## src/lspf_pkg.sv

```systemverilog
// lspf_pkg: shared types, constants and helper functions of the plane fit unit
// no dependencies; imported by every module of the block

package lspf_pkg;

   localparam int COORD_W    = 16;
   localparam int FRAC_BITS  = 16;
   localparam int MAX_POINTS = 4096;
   localparam int CNT_W      = 13;
   localparam int SUM1_W     = 29;
   localparam int SUM2_W     = 44;
   localparam int DET_W      = 120;
   localparam int COEF_W     = 48;
   localparam int ENT_IDX_W  = 4;
   localparam int STEP_W     = 4;
   localparam int NUM_STEPS  = 9;
   localparam int COL_W      = 2;

   typedef enum logic [1:0] {
      FIT_OK        = 2'd0,
      FIT_SINGULAR  = 2'd1,
      FIT_SATURATED = 2'd2,
      FIT_OVERFLOW  = 2'd3
   } fit_status_type;

   typedef enum logic {
      ACC_IDLE,
      ACC_MUL
   } acc_state_type;

   typedef enum logic [2:0] {
      SLV_IDLE,
      SLV_MAC_GO,
      SLV_MAC_RUN,
      SLV_NEXT,
      SLV_DIV_GO,
      SLV_DIV_RUN,
      SLV_FINISH
   } solve_state_type;

   typedef struct packed {
      logic signed [COORD_W-1:0] pt_x;
      logic signed [COORD_W-1:0] pt_y;
      logic signed [COORD_W-1:0] pt_z;
      logic                      last_point;
   } req_word_type;

   typedef struct packed {
      logic signed [COEF_W-1:0] coef_a;
      logic signed [COEF_W-1:0] coef_b;
      logic signed [COEF_W-1:0] coef_c;
      logic [1:0]               fit_status;
      logic [CNT_W-1:0]         used_points;
   } rsp_word_type;

   typedef struct packed {
      logic signed [SUM2_W-1:0] xx;
      logic signed [SUM2_W-1:0] xy;
      logic signed [SUM2_W-1:0] yy;
      logic signed [SUM2_W-1:0] xz;
      logic signed [SUM2_W-1:0] yz;
      logic signed [SUM1_W-1:0] x;
      logic signed [SUM1_W-1:0] y;
      logic signed [SUM1_W-1:0] z;
      logic [CNT_W-1:0]         n;
   } sums_type;

   typedef struct packed {
      logic                 to_det;
      logic                 clr;
      logic                 neg;
      logic [ENT_IDX_W-1:0] a_idx;
      logic [ENT_IDX_W-1:0] b_idx;
   } mac_cmd_type;

   // cofactor expansion along the first row, one multiply-accumulate per step
   function automatic mac_cmd_type mac_op(input logic [STEP_W-1:0] step);
      mac_cmd_type c;
      c = '{1'b0, 1'b0, 1'b0, 4'd0, 4'd0};
      case (step)
         4'd0: c = '{1'b0, 1'b1, 1'b0, 4'd4, 4'd8};
         4'd1: c = '{1'b0, 1'b0, 1'b1, 4'd5, 4'd7};
         4'd2: c = '{1'b1, 1'b1, 1'b0, 4'd0, 4'd0};
         4'd3: c = '{1'b0, 1'b1, 1'b0, 4'd3, 4'd8};
         4'd4: c = '{1'b0, 1'b0, 1'b1, 4'd5, 4'd6};
         4'd5: c = '{1'b1, 1'b0, 1'b1, 4'd1, 4'd0};
         4'd6: c = '{1'b0, 1'b1, 1'b0, 4'd3, 4'd7};
         4'd7: c = '{1'b0, 1'b0, 1'b1, 4'd4, 4'd6};
         4'd8: c = '{1'b1, 1'b0, 1'b0, 4'd2, 4'd0};
         default: c = '{1'b0, 1'b0, 1'b0, 4'd0, 4'd0};
      endcase
      return c;
   endfunction

   // matrix entry; col 1..3 swaps that column for the right-hand side
   function automatic logic signed [SUM2_W-1:0] mat_entry(input sums_type s,
                                                        input logic [ENT_IDX_W-1:0] idx,
                                                        input logic [COL_W-1:0] col);
      logic signed [SUM2_W-1:0] xs;
      logic signed [SUM2_W-1:0] ys;
      logic signed [SUM2_W-1:0] zs;
      logic signed [SUM2_W-1:0] ns;
      logic signed [SUM2_W-1:0] v;
      logic signed [SUM2_W-1:0] rhs;
      logic [COL_W-1:0]         c_of;
      xs = {{(SUM2_W-SUM1_W){s.x[SUM1_W-1]}}, s.x};
      ys = {{(SUM2_W-SUM1_W){s.y[SUM1_W-1]}}, s.y};
      zs = {{(SUM2_W-SUM1_W){s.z[SUM1_W-1]}}, s.z};
      ns = {{(SUM2_W-CNT_W){1'b0}}, s.n};
      v = '0;
      rhs = '0;
      c_of = '0;
      case (idx)
         4'd0: begin v = s.xx; rhs = s.xz; c_of = 2'd0; end
         4'd1: begin v = s.xy; rhs = s.xz; c_of = 2'd1; end
         4'd2: begin v = xs;   rhs = s.xz; c_of = 2'd2; end
         4'd3: begin v = s.xy; rhs = s.yz; c_of = 2'd0; end
         4'd4: begin v = s.yy; rhs = s.yz; c_of = 2'd1; end
         4'd5: begin v = ys;   rhs = s.yz; c_of = 2'd2; end
         4'd6: begin v = xs;   rhs = zs;   c_of = 2'd0; end
         4'd7: begin v = ys;   rhs = zs;   c_of = 2'd1; end
         4'd8: begin v = ns;   rhs = zs;   c_of = 2'd2; end
         default: begin v = '0; rhs = '0; c_of = 2'd3; end
      endcase
      if (col != 2'd0 && c_of == col - 2'd1) begin
         v = rhs;
      end
      return v;
   endfunction

endpackage

```

## src/lspf_accum.v.sv

```systemverilog
// lspf_accum: normal-equation sums, one shared 16x16 multiplier over five steps
// depends on lspf_pkg

module lspf_accum import lspf_pkg::*; (
   input  logic         clock,
   input  logic         reset,
   input  logic         start,
   input  req_word_type word,
   input  logic         clear,
   output sums_type     sums,
   output logic         overflowed,
   output logic         busy,
   output logic         solve_req
);

   localparam int LAST_STEP = 5;

   acc_state_type state_ff, state_in;
   logic [2:0] step_ff, step_in;
   logic signed [COORD_W-1:0] x_ff, x_in, y_ff, y_in, z_ff, z_in;
   logic signed [COORD_W-1:0] ma, mb;
   logic last_ff, last_in;
   logic signed [2*COORD_W-1:0] prod_ff, prod_in;
   logic signed [SUM2_W-1:0] prod_ext;
   sums_type sums_ff, sums_in;
   logic ovf_ff, ovf_in;
   logic req_ff, req_in;
   logic room;

   assign room = (sums_ff.n < CNT_W'(MAX_POINTS));

   always_comb begin
      state_in = state_ff;
      case (state_ff)
         ACC_IDLE: begin
            if (start && room) state_in = ACC_MUL;
         end
         ACC_MUL: begin
            if (step_ff == 3'(LAST_STEP)) state_in = ACC_IDLE;
         end
         default: state_in = ACC_IDLE;
      endcase
   end

   always_comb begin
      step_in = step_ff;
      x_in = x_ff;
      y_in = y_ff;
      z_in = z_ff;
      last_in = last_ff;
      sums_in = sums_ff;
      ovf_in = ovf_ff;
      req_in = 1'b0;
      case (step_ff)
         3'd0: begin ma = x_ff; mb = x_ff; end
         3'd1: begin ma = x_ff; mb = y_ff; end
         3'd2: begin ma = y_ff; mb = y_ff; end
         3'd3: begin ma = x_ff; mb = z_ff; end
         3'd4: begin ma = y_ff; mb = z_ff; end
         default: begin ma = x_ff; mb = x_ff; end
      endcase
      prod_in = ma * mb;
      prod_ext = {{(SUM2_W-2*COORD_W){prod_ff[2*COORD_W-1]}}, prod_ff};
      case (state_ff)
         ACC_IDLE: begin
            if (start) begin
               x_in = word.pt_x;
               y_in = word.pt_y;
               z_in = word.pt_z;
               last_in = word.last_point;
               step_in = '0;
               if (room) begin
                  sums_in.x = sums_ff.x + {{(SUM1_W-COORD_W){word.pt_x[COORD_W-1]}}, word.pt_x};
                  sums_in.y = sums_ff.y + {{(SUM1_W-COORD_W){word.pt_y[COORD_W-1]}}, word.pt_y};
                  sums_in.z = sums_ff.z + {{(SUM1_W-COORD_W){word.pt_z[COORD_W-1]}}, word.pt_z};
                  sums_in.n = sums_ff.n + 1'b1;
               end else begin
                  ovf_in = 1'b1;
                  req_in = word.last_point;
               end
            end
         end
         ACC_MUL: begin
            step_in = step_ff + 1'b1;
            case (step_ff)
               3'd1: sums_in.xx = sums_ff.xx + prod_ext;
               3'd2: sums_in.xy = sums_ff.xy + prod_ext;
               3'd3: sums_in.yy = sums_ff.yy + prod_ext;
               3'd4: sums_in.xz = sums_ff.xz + prod_ext;
               3'd5: begin
                  sums_in.yz = sums_ff.yz + prod_ext;
                  req_in = last_ff;
               end
               default: ;
            endcase
         end
         default: ;
      endcase
      if (clear) begin
         sums_in = '0;
         ovf_in = 1'b0;
      end
   end

   always_ff @(posedge clock) begin
      if (reset) begin
         state_ff <= ACC_IDLE;
         sums_ff <= '0;
         ovf_ff <= 1'b0;
         req_ff <= 1'b0;
      end else begin
         state_ff <= state_in;
         sums_ff <= sums_in;
         ovf_ff <= ovf_in;
         req_ff <= req_in;
      end
   end

   always_ff @(posedge clock) begin
      step_ff <= step_in;
      x_ff <= x_in;
      y_ff <= y_in;
      z_ff <= z_in;
      last_ff <= last_in;
      prod_ff <= prod_in;
   end

   assign sums = sums_ff;
   assign overflowed = ovf_ff;
   assign busy = (state_ff != ACC_IDLE) || req_ff;
   assign solve_req = req_ff;

endmodule

```

## config.mk

```make
export PLATFORM = sky130hd
export DESIGN_NAME = lspf_accum
export DESIGN_NICKNAME = d
export VERILOG_FILES = /design/src/lspf_pkg.sv /design/src/lspf_accum.v.sv
export SDC_FILE = /design/constraint.sdc
export NUM_CORES = 2
export LEC_CHECK = 0
export BUFFER_PORTS_ARGS = -buffer_cell sky130_fd_sc_hd__buf_2
export CAP_MARGIN = 10
export CORE_ASPECT_RATIO = 0.9
export CORE_UTILIZATION = 35
export CTS_CLUSTER_DIAMETER = 200
export CTS_CLUSTER_SIZE = 14
export DETAILED_ROUTE_END_ITERATION = 16
export PLACE_DENSITY_LB_ADDON = 0.3
export SYNTH_ARGS = -nofsm -noshare
export SYNTH_HDL_FRONTEND = slang
export SYNTH_SLANG_ARGS = --single-unit
```

## constraint.sdc

```tcl
create_clock -name clock -period 14.6 [get_ports clock]
set_clock_uncertainty 0.15 [all_clocks]
set_input_delay 2.19 -clock clock [delete_from_list [all_inputs] [get_ports clock]]
set_output_delay 2.19 -clock clock [all_outputs]
set_load 0.1 [all_outputs]
```

==> impl_results.md <==
- Critical path's slowest cell: a21boi_1
- Initial core utilization: 35.3%
- Period utilisation layout: 60.1%
- Slew HR: 14.0%
- Avg WL per Cell: 19.6 um
- Critical Path RT: 14960 ps
- Placement Rows: 114
- Buf+Inv Stages, Crit Path: 5
- IO Port Bufs: 375
- Average cell area after synthesis: 8.25 sq um
- Hold Crit Class: flip-flop to flip-flop
- Mapped Nets: around 5.3k
- Hold-fix buffers, CTS: 0
- Kind of critical path: flip-flop to flip-flop
- Synth top area cells: dfxtp_1 19%, fa_1 14%, ha_1 13%
- Total CTS buffers: 35
- Max-slew violation count: 0
- Setup crit end kind: flip-flop
- Nets: 5603
- Slew @ Worst Pin: 1250 ps
- Antenna cells: 0
- Vias in the first global route: 31.8k
- CP max FO: 17
- Layout area overhead: 11.7%
- Final hold viol count: 0
- Fin Hold WS: between 300 and 400 ps
- DRT iter0 DRCs: 2261
- CTS tree: yes
- Mapped Area: 0.0379 sq mm
- Outcome: complete, no violations
- Register Area: 0.00867 sq mm
- Sequential share of the synthesized area: 22.9%
- FMAX: 114 MHz
- Vias post-DR: between 30k and 40k
- Ports: about 380
- CTS max path bufs: 3
- CTS resizes: 0
- Crit path arrival time: ~9100 ps
- Worst-Skew Late Latency: 580 ps
- Post-synth EDFFs: 52
- Htree depth: 2
- Cell family with most CP delay: adder cells
- Ys flop type: dfxtp_1
- Top-count cell post-synth: nand2_1
- Detailed Routing Iterations Pass 1: 6
- Post-CTS Setup Inserts: 0
- Async SR Flop Fraction: 0%
- Worst setup SP type: flip-flop
- Dpl hpwl: roughly 97 mm
- Synth top cells by count: 713 x nand2_1, 478 x a21oi_1, 387 x ha_1
- Yosys top cell by area: dfxtp_1
- Crit path largest cell delay: 750 ps
- Number of synthesized register bits: 407
- Most used cell, CP: fa_1
- Mapped Cells: around 4.6k
- Tmin final: 8780 ps
- Residual DRC: 0
- Largest net degree at the start of global routing: 172
- Setup_tns: 0 ps
- Setup-failing EPs final: 0
- Final WL: 125 mm
- Die X: 349 um
- Finished Layout Cells: about 6.4k
- Die Footprint: about 0.11 sq mm
- RSZ-0062 raised after global routing: no
- Global-route wire length before repair: roughly 190 mm
- Layout Utilization: 39.4%
- Area of the multi-input gates: 0.0273 sq mm
- Total GRT Usage: 22.1%
- Fillers: 11.1k
- Initial antenna violation count: 6
- MaxCap Viol Count: 0
- Die height: 314 um
- Clock sink total: 407
- Post-synth cell types: 98
- Share of the synthesized area in the top cell type: between 10% and 20%
- Detail Route Antenna Nets: 0
- Root Driver: clkbuf_16
- Core Footprint: 0.107 sq mm
- Grt total ovfl: 0
- Layout cells sized above 1: 11.0%
- Vias/cell: between 5 and 6
- Clock-pin slew on the worst setup and hold paths: around 70 ps
- Warnings, synthesis: 0
- Dpl cells: between 6k and 7k
- Placer congestion estimate: ~0.96
-- state kept, by name (all words and copies together), names as in the netlist --
| register | cells |
|---|---|
| sums | 320 |
| prod_ff | 32 |
| x_ff | 16 |
| y_ff | 16 |
| z_ff | 16 |
| step_ff | 3 |
| last_ff | 1 |
| overflowed | 1 |
| solve_req | 1 |
| state_ff | 1 |
-- placed cells by master (no fill, tap or decap), types with 107 or more instances in the layout --
cell	instances
nand2_1	712
a21oi_1	477
ha_1	387
inv_1	375
buf_2	375
dfxtp_1	354
nor2_1	343
fa_1	270
xnor2_1	174
o21ai_0	151
a21o_1	149
nand3_1	107
-- final cells by class --
cell class	count	area share [%]
Inverter	375	3.32
Tap cell	1450	4.28
Clock inverter	1	0.0384
Timing Repair Buffer	407	5.04
Sequential cell	407	20.5
Multi-Input combinational cell	3667	64.6
Clock buffer	45	2.26
-- through the flow --
step | cell area, sq um | setup slack, ps
4_1_cts | 42300 | 5870
5_1_grt | 42300 | 5110
3_5_place_dp | 41400 | 5900
3_3_place_gp | 41300 | 6090
6_report | 42300 | 5820
2_1_floorplan | 37900 | 6720
-- worst register-to-register path: cells and delay by family, from the launching register on --
kind                     cells  cell delay [ps]
flip-flops                   1              420
AND/OR/NAND/NOR              5             1530
adder cells (fa/ha/maj)      8             3460
AO/OA/AOI/OAI                8             2480
XOR/XNOR                     1              150
buffers and inverters        5              550
-- layer usage --
layer | vias up | global-route usage [%] | wire (um)
li1 | 16489 | - | -
met1 | 16216 | 30.0 | 55700
met2 | 942 | 35.3 | 56000
met3 | 131 | 5.58 | 10100
met4 | 12 | 4.69 | 2760
met5 | - | 0 | 80
-- path summary, 6_finish.rpt --
path | start | endpoint | slack, ps | cells after the start
setup / recovery | step_ff[1]$_SDFFCE_PN0P_ | prod_ff[30]$_DFF_P_ | 5820 | 27
hold / removal | sums[82]$_SDFFE_PP0P_ | sums[82]$_SDFFE_PP0P_ | 320 | 2
setup reg to reg | step_ff[1]$_SDFFCE_PN0P_ | prod_ff[30]$_DFF_P_ | 5820 | 27
hold reg to reg | sums[82]$_SDFFE_PP0P_ | sums[82]$_SDFFE_PP0P_ | 320 | 2
-- kinds of logic after synthesis --
kind of cell	Yosys count	synth area share, %
xor+xnor	255	5.89
compound gates	1156	19.4
mux	44	1.21
buf+inv	519	5.15
simple gates	1555	18.4
fa+ha+maj	657	27.0
flops	407	22.9
Power is left out: the tool's default activity adds up to more than one toggle a clock period on the data nets, which glitch-free logic cannot reach.
